===== src/u8sv_pkg.sv =====
// ----------------------------------------------------------------------------
// u8sv_pkg
// types, byte constants and the second-byte floor table of the validator
// ----------------------------------------------------------------------------
package u8sv_pkg;

    // continuation byte mask and pattern
    localparam logic [7:0] CONT_MASK = 8'hC0;
    localparam logic [7:0] CONT_PAT  = 8'h80;

    // lead byte boundaries
    localparam logic [7:0] LEAD_ASCII_END = 8'h80;
    localparam logic [7:0] LEAD_MIN       = 8'hC2;
    localparam logic [7:0] LEAD_3B        = 8'hE0;
    localparam logic [7:0] LEAD_4B        = 8'hF0;
    localparam logic [7:0] LEAD_5B        = 8'hF8;
    localparam logic [7:0] LEAD_6B        = 8'hFC;
    localparam logic [7:0] LEAD_BAD       = 8'hFE;

    // floor values on the second byte
    localparam logic [7:0] FLOOR_VAL_A0 = 8'hA0;
    localparam logic [7:0] FLOOR_VAL_90 = 8'h90;
    localparam logic [7:0] FLOOR_VAL_88 = 8'h88;
    localparam logic [7:0] FLOOR_VAL_84 = 8'h84;

    // widths of fixed fields
    localparam int unsigned CNT_BITS = 3;
    localparam int unsigned OUT_OFFSET_BITS = 16;

    typedef enum logic [2:0] {
        FLOOR_NONE = 3'd0,
        FLOOR_A0   = 3'd1,
        FLOOR_90   = 3'd2,
        FLOOR_88   = 3'd3,
        FLOOR_84   = 3'd4
    } t_floor;

    // sequence state carried from byte to byte
    typedef struct packed {
        logic [CNT_BITS-1:0] remaining;
        t_floor              floor_code;
    } t_seq_state;

    // floor code to minimum byte value
    function automatic logic [7:0] floor_value(input t_floor code);
        logic [7:0] v;
        case (code)
            FLOOR_A0: v = FLOOR_VAL_A0;
            FLOOR_90: v = FLOOR_VAL_90;
            FLOOR_88: v = FLOOR_VAL_88;
            FLOOR_84: v = FLOOR_VAL_84;
            default:  v = 8'h00;
        endcase
        return v;
    endfunction

endpackage


===== src/u8sv_decode.sv =====
// ----------------------------------------------------------------------------
// u8sv_decode
// combinational check of one byte against the pending sequence state
// ----------------------------------------------------------------------------
module u8sv_decode (
    input  logic [7:0]           i_data_byte,
    input  u8sv_pkg::t_seq_state i_state,
    output logic                 o_err,
    output u8sv_pkg::t_seq_state o_state
);
    import u8sv_pkg::*;

    logic       lead_err;
    t_seq_state lead_state;
    logic       cont_err;
    t_seq_state cont_state;

    // lead byte: length and floor from the byte range
    always_comb begin
        lead_err   = 1'b0;
        lead_state = '{remaining: '0, floor_code: FLOOR_NONE};
        if (i_data_byte < LEAD_ASCII_END) begin
            lead_state.remaining = 3'd0;
        end else if (i_data_byte < LEAD_MIN) begin
            lead_err = 1'b1;
        end else if (i_data_byte < LEAD_3B) begin
            lead_state.remaining = 3'd1;
        end else if (i_data_byte < LEAD_4B) begin
            lead_state.remaining = 3'd2;
            if (i_data_byte == LEAD_3B) lead_state.floor_code = FLOOR_A0;
        end else if (i_data_byte < LEAD_5B) begin
            lead_state.remaining = 3'd3;
            if (i_data_byte == LEAD_4B) lead_state.floor_code = FLOOR_90;
        end else if (i_data_byte < LEAD_6B) begin
            lead_state.remaining = 3'd4;
            if (i_data_byte == LEAD_5B) lead_state.floor_code = FLOOR_88;
        end else if (i_data_byte < LEAD_BAD) begin
            lead_state.remaining = 3'd5;
            if (i_data_byte == LEAD_6B) lead_state.floor_code = FLOOR_84;
        end else begin
            lead_err = 1'b1;
        end
    end

    // continuation byte: pattern and floor check
    always_comb begin
        cont_err   = ((i_data_byte & CONT_MASK) != CONT_PAT) ||
                     (i_data_byte < floor_value(i_state.floor_code));
        cont_state = '{remaining: i_state.remaining - 3'd1, floor_code: FLOOR_NONE};
    end

    // select by whether a lead byte is expected; errors clear the state
    always_comb begin
        if (i_state.remaining == '0) begin
            o_err   = lead_err;
            o_state = lead_state;
        end else begin
            o_err   = cont_err;
            o_state = cont_state;
        end
        if (o_err) begin
            o_state = '{remaining: '0, floor_code: FLOOR_NONE};
        end
    end

endmodule


===== src/utf8_stream_validator.sv =====
// ----------------------------------------------------------------------------
// utf8_stream_validator
// byte-wise UTF-8 checker (six-byte scheme) with per-buffer byte offset
// ----------------------------------------------------------------------------
// Takes one byte per clock while o_ready is high and returns one result per
// byte: status, offset of the byte in its buffer (saturating) and continuation
// bytes still pending. The check is one level of decode between the sequence
// state and the result register, and the block sustains one byte every clock
// while o_ready is high. A two-entry result buffer lets input continue for one
// request while the output side is stalled; o_ready drops only when both
// entries hold results. An unfinished sequence at the end of the stream
// raises no error on its own.
module utf8_stream_validator #(
    parameter int unsigned OFFSET_BITS = 16
) (
    input  logic        i_clk,
    input  logic        i_rst_n,
    input  logic        i_valid,
    output logic        o_ready,
    input  logic [7:0]  i_data_byte,
    input  logic        i_buffer_start,
    output logic        o_valid,
    input  logic        i_ready,
    output logic        o_status,
    output logic [15:0] o_error_offset,
    output logic [2:0]  o_pending_bytes
);
    import u8sv_pkg::*;

    typedef struct packed {
        logic        status;
        logic [15:0] offset;
        logic [2:0]  pending;
    } t_result;

    localparam logic [OFFSET_BITS-1:0] OFF_MAX = '1;

    t_seq_state             r_state, n_state;
    logic [OFFSET_BITS-1:0] r_offset, n_offset;
    logic [OFFSET_BITS-1:0] cur_off;
    logic [15:0]            cur_off_out;
    logic                   dec_err;
    logic                   accept;
    t_result                new_res;

    t_result r_out, r_skid;
    logic    r_out_valid, r_skid_valid;

    assign accept = i_valid && o_ready;

    // byte decode
    u8sv_decode u_decode (
        .i_data_byte (i_data_byte),
        .i_state     (r_state),
        .o_err       (dec_err),
        .o_state     (n_state)
    );

    // offset of this byte and of the next one
    always_comb begin
        cur_off  = i_buffer_start ? '0 : r_offset;
        n_offset = (cur_off != OFF_MAX) ? cur_off + OFFSET_BITS'(1) : cur_off;
    end

    // clamp the offset to the result width
    generate
        if (OFFSET_BITS < 16) begin : g_off_narrow
            assign cur_off_out = {{(16 - OFFSET_BITS){1'b0}}, cur_off};
        end else if (OFFSET_BITS == 16) begin : g_off_equal
            assign cur_off_out = cur_off[15:0];
        end else begin : g_off_wide
            assign cur_off_out = (cur_off[OFFSET_BITS-1:16] != '0) ? 16'hFFFF
                                                                   : cur_off[15:0];
        end
    endgenerate

    assign new_res = '{status: dec_err, offset: cur_off_out, pending: n_state.remaining};

    // sequence state and offset
    always_ff @(posedge i_clk) begin
        if (!i_rst_n) begin
            r_state  <= '{remaining: '0, floor_code: FLOOR_NONE};
            r_offset <= '0;
        end else if (accept) begin
            r_state  <= n_state;
            r_offset <= n_offset;
        end
    end

    // two-entry result buffer
    always_ff @(posedge i_clk) begin
        if (!i_rst_n) begin
            r_out_valid  <= 1'b0;
            r_skid_valid <= 1'b0;
        end else begin
            if (!r_out_valid || i_ready) begin
                if (r_skid_valid) begin
                    r_out_valid  <= 1'b1;
                    r_skid_valid <= accept;
                end else begin
                    r_out_valid  <= accept;
                end
            end else if (accept) begin
                r_skid_valid <= 1'b1;
            end
        end
    end

    // result payload moves
    always_ff @(posedge i_clk) begin
        if (!r_out_valid || i_ready) begin
            if (r_skid_valid) begin
                r_out <= r_skid;
                if (accept) r_skid <= new_res;
            end else if (accept) begin
                r_out <= new_res;
            end
        end else if (accept) begin
            r_skid <= new_res;
        end
    end

    assign o_ready         = !r_skid_valid;
    assign o_valid         = r_out_valid;
    assign o_status        = r_out.status;
    assign o_error_offset  = r_out.offset;
    assign o_pending_bytes = r_out.pending;

endmodule


===== config.mk =====
export PLATFORM = sky130hd
export DESIGN_NAME = utf8_stream_validator
export DESIGN_NICKNAME = d
export VERILOG_FILES = /design/src/u8sv_pkg.sv /design/src/u8sv_decode.sv /design/src/utf8_stream_validator.sv
export SDC_FILE = /design/constraint.sdc
export NUM_CORES = 1
export LEC_CHECK = 0
export BUFFER_PORTS_ARGS = -buffer_cell sky130_fd_sc_hd__buf_2
export CORE_MARGIN = 10
export CORE_UTILIZATION = 65
export CTS_BUF_LIST = sky130_fd_sc_hd__clkbuf_8
export DETAILED_ROUTE_END_ITERATION = 12
export PLACE_DENSITY_LB_ADDON = 0.15
export RECOVER_POWER = 25
export SETUP_SLACK_MARGIN = 0.4
export SLEW_MARGIN = 20
export SYNTH_ARGS = -nofsm -noshare
export SYNTH_HDL_FRONTEND = slang
export SYNTH_SLANG_ARGS = --single-unit

===== constraint.sdc =====
create_clock -name i_clk -period 5.6 [get_ports i_clk]
set_input_delay 0.28 -clock i_clk [delete_from_list [all_inputs] [get_ports i_clk]]
set_output_delay 0.28 -clock i_clk [all_outputs]
set_load 0.005 [all_outputs]

# Word level (Yosys, flattened, before mapping)
# Index checks and enable logic that the tools add are counted.
# totals
output_inout_bits	22
reg_bits	64
in_bits	13
elab_cells	76
# classes
mux	35
add_sub_neg	2
reduce_logical	9
n_lt_le_gt_ge	8
eq_ne	11
# ops
cell	n
$mux W20	5
$lt A8 B8 Y1 const B	7
$mux W6	7
$eq A8 B8 Y1 const B	4
$mux W16	2
$pmux W8 S4	1
$add A16 B1 Y16 const B	1
$ne A16 B16 Y1 const B	1
$mux W3	5
$mux W1	13
$lt A8 B8 Y1	1
$eq A3 B2 Y1 const B	2
$mux W2	2
$ne A2 B2 Y1 const B	2
$reduce_bool A2 Y1	2
$eq A3 B1 Y1 const B	1
$eq A3 B3 Y1 const B	1
$logic_not A3 Y1	1
$sub A3 B1 Y3 const B	1
$logic_not A1 Y1	2
$logic_or A1 B1 Y1	2
$reduce_and A2 Y1	1
$logic_and A1 B1 Y1	1

# Depth between registers and ports, before layout
# Gate-level depths: netlist of the first run.
# logic_depth
ltp_word	14
ltp_mapped	10
depth_no_buf	8

# By module
# From an unflattened synthesis of the first run, not the netlist that was laid out.
# hier_totals
cells_unflattened	289
hier_area_um2	3149.3
# by_module_without_submodules
mod	area_per_inst_um2	seq_area_each_um2	instances	cells_each
utf8_stream_validator	2760.1	1681.6	1	235
u8sv_decode	389.1	0.0	1	54

# Worst setup path before layout of the first run
# OpenSTA, ideal clock, no wires.
# synth_path
path_type	register -> register
start	register r_state[0] in the netlist's numbering
end	register r_out (netlist bit o_pending_bytes[1]) (data pin)
setup_ns	0.267
required_ns	5.333
arrival_time_ns	2.136
period_less_slack_ns	2.403
path_stages_with_launch	8
n_path_buf	0
setup_slack_ns	3.197
path_cell_list	dfxtp_1 or3b_2 ha_1 a211o_1 a21o_1 o21ai_1 a21boi_1 o31ai_1
# synth_between
elab_chain_cells	8
word_cells_on_any_way	11
classes_between	order compare: 1; eq/ne: 4; mux: 5; reduce/logical: 1
# synth_lines
element	line_no	source
from (decl)	utf8_stream_validator.sv:38	t_seq_state r_state, n_state;
from (signal assigned)	utf8_stream_validator.sv:82	r_state <= '{remaining: '0, floor_code: FLOOR_NONE};
from (signal assigned)	utf8_stream_validator.sv:85	r_state <= n_state;
$eq A3 B3 Y1 (tied with other cells)	u8sv_pkg.sv:47	case (code)
$pmux W8 S4 *	u8sv_pkg.sv:47	
$lt A8 B8 Y1 *	u8sv_decode.sv:48	(i_data_byte < floor_value(i_state.floor_code));
$logic_or A1 B1 Y1 *	u8sv_decode.sv:47	cont_err = ((i_data_byte & CONT_MASK) != CONT_PAT) ||
$mux W1 *	u8sv_decode.sv:54	if (i_state.remaining == '0) begin
named net dec_err	utf8_stream_validator.sv:42	logic dec_err;
$mux W6 *	u8sv_decode.sv:61	if (o_err) begin
$mux W20 *	utf8_stream_validator.sv:115	end else if (accept) begin
$mux W20 *	utf8_stream_validator.sv:112	if (r_skid_valid) begin
to (signal assigned)	utf8_stream_validator.sv:113	r_out <= r_skid;
to (signal assigned)	utf8_stream_validator.sv:116	r_out <= new_res;
to (decl)	utf8_stream_validator.sv:46	t_result r_out, r_skid;
# The timed path passes the listed nets; every way through them passes the cells marked *. The select of a mux whose other input is x is not followed.
# A chain may end at the register's enable or synchronous reset.

# Final worst setup path of the first run
# Ends and elaborated chain as after synthesis.

==> summary.md, run 1 <==
| Metric | Value |
|---|---|
| I/O pins | `35` |
| Global Route Usage Sum | `0.165` |
| Row count | `25` |
| First-pass GRT wire length | `between 10000 and 15000 µm` |
| Area grow syn2layout | `13.8%` |
| Worst-path fanout max | `6` |
| Mux cell area share after synthesis | `0.0469` |
| Die area | `approximately 8000 µm²` |
| Largest family of logic cells by synthesized area | `simple AND/OR/NAND/NOR gates` |
| Slew headroom | `0.419` |
| Global placer's final weighted congestion | `about 0.81` |
| Synth Area per Inst | `around 11 µm²` |
| Seq/Total Area, Yosys | `0.543` |
| Final Cycle Share | `0.491` |
| CP top delay family | `compound AO/OA/AOI/OAI gates` |
| Largest net degree at the start of global routing | `24` |
| Fin crit period | `approximately 2700 ps` |
| Core region area | `4660 µm²` |
| H-tree levels | `3` |
| Most frequent cells after synthesis | `edfxtp_1 (40), nand2_1 (32), dfxtp_1 (24), nor2_1 (22)` |
| Initial Utilization | `0.664` |
| Leakage power total | `between 0.001 and 0.0015 µW` |
| Cells after synthesis | `about 280` |
| Ys flop type | `edfxtp_1` |
| Max_cap viols | `0` |
| Post-CTS setup buffers | `0` |
| Input/output buffers | `34` |
| Final setup viols | `0` |
| Post-synthesis adder-cell area fraction | `0.0283` |
| Fin Clk Skew | `around 6.4 ps` |
| Slew Viols, Final | `0` |
| Leading area contributor after synthesis | `edfxtp_1` |
| CP peak stage delay | `470 ps` |
| Antenna violations before repair | `0` |
| Most numerous cell in the Yosys netlist | `edfxtp_1` |
| Total number of vias | `~2200` |
| Drt total wl | `a little over 6000 µm` |
| Post-synth EDFFs | `40` |
| Async set-reset flop share out of synthesis | `0` |
| Drt pass-1 iters | `4` |
| Number of hold buffers added after cts | `0` |
| Post-Layout Cell Count | `about 380` |
| Worst skew pair latency | `approximately 340 ps` |
| Post-Synth XOR/XNOR Area | `0.0283` |
| Chip width | `roughly 90 µm` |
| Antenna fix cells | `0` |
| RSZ-0062 raised after global routing | `no` |
| CP Buf/Inv Count | `0` |
| Status | `finished, final reports clean` |
| Simple-gate share of the synthesized area | `0.189` |
| Fin nets | `between 300 and 400` |
| Placed cells | `between 300 and 400` |
| Critical path, cell by cell | `or3b_2, ha_1, a211o_1, a21o_1, o21ai_1, a21boi_1, o31ai_1` |
| Worst-margin pin slew | `872 ps` |
| Max Root-Sink Buffers | `2` |
| Share of post-route cells with drive strength above 1 | `0.194` |
| CTS Buf Count | `9` |
| Overflow left after global routing | `0` |
| Synth Area in Compound Gates | `0.130` |
| Critical path's slowest cell | `or3b_2` |
| DP HPWL | `around 4300 µm` |
| Post-synthesis register bit count | `64` |
| Required @ worst endpoint | `around 5700 ps` |
| Final hold violations | `0` |
| Post-cts gate resize count | `0` |
| Reg clk slew, reported paths | `around 70 ps` |
| Number of global-route vias before repair | `between 2000 and 2500` |
| F_max | `0.364 GHz` |
| DRT antenna net count | `0` |
| Post-Syn Nets | `about 300` |
| CTS sink cnt | `64` |
| # DRC | `0` |
| Die span in y | `about 89 µm` |
| CP arrival | `2820 ps` |
| Synth top area cells | `edfxtp_1 (39%), dfxtp_1 (16%), mux2_2 (4.4%), nand2_1 (3.9%), ha_1 (2.8%)` |
| CTS tree | `done` |
| Crit path capture type | `flop` |
| Share of the synthesized area in the top cell type | `0.388` |
| Post-Syn Area | `3100 µm²` |
| DR vias/cell | `slightly below 6` |
| Max rail drop VDD | `between 150 and 200 µV` |
| Wire per inst | `roughly 16 µm` |
| CP Launch Type | `flop` |
| Starting DRC count in detailed routing | `approximately 130` |
| Kind of critical path | `flop to flop` |
| Root Buffer | `clkbuf_8` |
| Yosys warning total | `0` |
| Final setup TNS | `0 ps` |
| Yosys cell types | `59` |
| HP Class | `primary input to flop` |
| PD cells | `roughly 300 nW/µm²` |
## where the power goes
group	internal, µW	switching (µW)
Sequential	519	5.96
Clock	303	169
Combinational	28.7	46.5
## kinds of logic after synthesis
group / after synthesis
AND/OR/NAND/NOR: 110
multiplexers: 13
XOR/XNOR: 10
AO/OA/AOI/OAI: 53
adder cells (fa/ha/maj): 7
buffers and inverters: 26
flip-flops: 64
## placed cells by master (no fill, tap or decap), types with 4 or more instances in the layout
| cell | instances |
|---|---|
| o21ai_0 | 10 |
| clkbuf_1 | 9 |
| nor3_1 | 8 |
| mux2_2 | 12 |
| ha_1 | 7 |
| inv_1 | 15 |
| nand2b_1 | 9 |
| nand2_1 | 32 |
| nor2b_1 | 13 |
| clkbuf_8 | 10 |
| buf_2 | 25 |
| nand3_1 | 6 |
| o211ai_1 | 4 |
| a31oi_1 | 5 |
| xnor2_1 | 9 |
| dfxtp_1 | 24 |
| o21ai_1 | 4 |
| nor2_1 | 22 |
| edfxtp_1 | 40 |
## path summary, 6_finish.rpt
check | start | to | slack, ps | depth (start not counted)
worst max register to register | r_state[0] | o_pending_bytes[1] | 2850 | 7
worst min-delay path | i_valid | o_valid | 250 | 3
worst max-delay path | r_state[0] | o_pending_bytes[1] | 2850 | 7
worst min register to register | r_state[4] | r_state[4] | 500 | 2
## state kept, by name, summed over array words and instances (netlist names)
signal           flops
r_skid              20
o_pending_bytes      3
o_valid              1
r_offset            16
r_state              6
o_status             1
o_error_offset      16
r_skid_valid         1
## per-layer routing
metal,wire length (µm),track usage,vias to the layer above,share of wire
met5,0,0,-,0
li1,-,-,1101,-
met1,2830,0.213,1032,0.46
met2,2820,0.247,73,0.46
met3,414,0.0611,6,0.068
met4,68,0.0607,0,0.011
## area by class of cell
| class | instances | area, µm² |
|---|---|---|
| Inverter | 14 | 52.6 |
| Clock buffer | 10 | 138 |
| Sequential cell | 64 | 1680 |
| Fill cell | 316 | 1140 |
| Clock inverter | 6 | 101 |
| Tap cell | 54 | 67.6 |
| Multi-Input combinational cell | 193 | 1300 |
| Timing Repair Buffer | 37 | 181 |
## stage by stage
step | utilization | total power (µW) | setup WS [ps] | hold WS (ps) | cell area (µm²)
3_3_place_gp | 0.708 | 608 | 3010 | 471 | 3300
2_1_floorplan | - | 580 | 3200 | 428 | 3100
3_5_place_dp | 0.708 | 611 | 2890 | 492 | 3300
6_report | 0.756 | 1070 | 2850 | 248 | 3520
5_1_grt | 0.756 | 1110 | 2660 | 263 | 3520
4_1_cts | 0.760 | 1080 | 2850 | 240 | 3540
## worst reg2reg max path: cells and delay by family, from the launching register on
kind	cells	cell delay, ps
DFF	1	400
adders and majority gates	1	300
AOI/OAI and AO/OA	5	1320
and+or+nand+nor	1	470
No activity file was read; power rests on OpenSTA's default activity.
==> inputs of run 2 (changes only) <==
CORE_UTILIZATION = 60   (was 65)
clock period = 2.8 ns   (was 5.6 ns; I/O delays follow)
==> run 2 against run 1 <==
Count of clock-buffer cells in the layout is the same; register-to-register slack worse by 2400 ps; combinational power is 120% higher; cell count up 5.3%; clock power rose by 49%; wire length rose by 3.7%; cell area is 1.3% higher; clock skew increased by 4.7 ps; sequential share of layout area shrank 0.55 points; highest routed layer unchanged; largest cell class unchanged.
==> summary.md, run 2 (synthesis gave the netlist of run 1 again) <==
| Metric | Value |
|---|---|
| Status | `finished, final reports clean` |
| Die area | `8430 µm² (+6.4%)` |
| CP arrival | `2360 ps (-460 ps)` |
| Fin Clk Skew | `11.1 ps (+4.74 ps)` |
| Worst-margin pin slew | `619 ps (-253 ps)` |
| Die span in y | `91.8 µm (+3.2%)` |
| Global placer's final weighted congestion | `0.784 (-3.6%)` |
| Fin crit period | `2300 ps (-446 ps)` |
| Fin nets | `343 (+1.2%)` |
| HP Class | `primary input to flop` |
| Reg clk slew, reported paths | `80 ps (about the same)` |
| Total number of vias | `2219 (+0.32%)` |
| Number of global-route vias before repair | `2238 (+4.6%)` |
| CTS sink cnt | `64 (unchanged)` |
| RSZ-0062 raised after global routing | `no` |
| Slew headroom | `0.587 (+0.168)` |
| F_max | `0.434 GHz (+19%)` |
| Max rail drop VDD | `221 µV (+34%)` |
| DR vias/cell | `5.58 (-4.7%)` |
| Input/output buffers | `34 (unchanged)` |
| Number of hold buffers added after cts | `0 (unchanged)` |
| Most common cell after layout, fill and taps aside | `edfxtp_1` |
| H-tree levels | `3 (unchanged)` |
| Leakage power total | `0.00131 µW (-0.53%)` |
| Final setup viols | `0 (unchanged)` |
| Starting DRC count in detailed routing | `144 (+13%)` |
| CTS Buf Count | `9 (unchanged)` |
| Worst-path fanout max | `6 (unchanged)` |
| Drt pass-1 iters | `4 (unchanged)` |
| Drt total wl | `6360 µm (+3.7%)` |
| CP Launch Type | `flop` |
| Share of post-route cells with drive strength above 1 | `0.213 (+0.0190)` |
| Row count | `26 (+4.0%)` |
| Largest net degree at the start of global routing | `21 (-13%)` |
| Worst skew pair latency | `340 ps (about the same)` |
| Antenna violations before repair | `0 (unchanged)` |
| Commonest cells after routing, fill and taps aside | `edfxtp_1 (40), nand2_1 (32), nor2_1 (22), dfxtp_1 (22), buf_2 (19)` |
| DP HPWL | `4480 µm (+4.6%)` |
| Largest register FFs | `20 (unchanged)` |
| DRT antenna net count | `0 (unchanged)` |
| Overflow left after global routing | `0 (unchanged)` |
| Core region area | `5040 µm² (+8.2%)` |
| Reg with most FFs | `r_skid` |
| CTS tree | `done` |
| Crit path capture type | `flop` |
| Wire per inst | `16.0 µm (-1.5%)` |
| I/O pins | `35 (unchanged)` |
| Max_cap viols | `0 (unchanged)` |
| Chip width | `91.8 µm (+3.2%)` |
| Final core utilization | `0.708 (-0.0480)` |
| Final setup TNS | `0 ps (unchanged)` |
| Slew Viols, Final | `0 (unchanged)` |
| Antenna fix cells | `0 (unchanged)` |
| PD cells | `536 nW/µm² (+76%)` |
| Max Root-Sink Buffers | `2 (unchanged)` |
| Global Route Usage Sum | `0.158 (-0.00722)` |
| Final Cycle Share | `0.823 (+0.332)` |
| Required @ worst endpoint | `2860 ps (-2810 ps)` |
| First-pass GRT wire length | `10800 µm (+7.5%)` |
| Root Buffer | `clkbuf_8` |
| Final hold violations | `0 (unchanged)` |
| Area grow syn2layout | `15.3%` |
| # DRC | `0 (unchanged)` |
| Kind of critical path | `flop to flop` |
| Initial Utilization | `0.614 (-0.0503)` |
| Number of fill cells in the layout | `387 (+22%)` |
| Total power | `1910 µW (+78%)` |
[run 2: worst paths after layout]
check             startpoint                  to  slack (ps)  depth (start not counted)
setup / recovery  r_state[2]  o_pending_bytes[1]         500                          7
hold / removal       i_valid             o_valid         110                          3
setup reg to reg  r_state[2]  o_pending_bytes[1]         500                          7
hold reg to reg   r_state[4]          r_state[4]         480                          2
[run 2: stage by stage]
stage / hold slack (ps) / worst slack, ps / instances / instance area, µm²
2_1_floorplan: 288 / 409 / 283 / 3100
4_1_cts: 97.5 / 472 / 398 / 3570
3_5_place_dp: 464 / 223 / 380 / 3350
6_report: 105 / 497 / 398 / 3570
5_1_grt: 137 / 409 / 398 / 3570
3_3_place_gp: 449 / 262 / 380 / 3350
[run 2: what timing repair did]
item                       in CTS  in global routing
resized for setup               9                  3
setup endpoints to repair       6                  4
setup buffers                   2                  0
pin swaps                       1                  0
[run 2: layout make-up]
cell class	count	area [µm²]	share of cell area
Clock buffer	10	138	0.0386
Clock inverter	6	36.3	0.0102
Inverter	14	52.6	0.0147
Multi-Input combinational cell	193	1350	0.379
Sequential cell	64	1680	0.472
Tap cell	70	87.6	0.0245
Timing Repair Buffer	41	216	0.0607
[run 2: power breakdown]
part	switching (µW)	internal (µW)	leakage, µW	total, µW
clock network	361	340	0.0000972	701
logic	99.1	63.9	0.000652	163
registers	11.7	1040	0.000563	1050
[run 2: critical path, cell delays in order (launching register included)]
cell and delay [ps]:
dfxtp_2 350, or3b_4 410, ha_4 220, a211o_1 280, a21o_1 210, o21ai_4 170
a21boi_4 260, o31ai_1 110
[run 2: routing by layer]
metal / track usage / part of all wire / vias up
met4: 0.0591 / 0.016 / 0
met3: 0.0489 / 0.057 / 9
met2: 0.248 / 0.46 / 46
met1: 0.200 / 0.47 / 1053
li1: - / - / 1111
met5: 0 / 0 / -
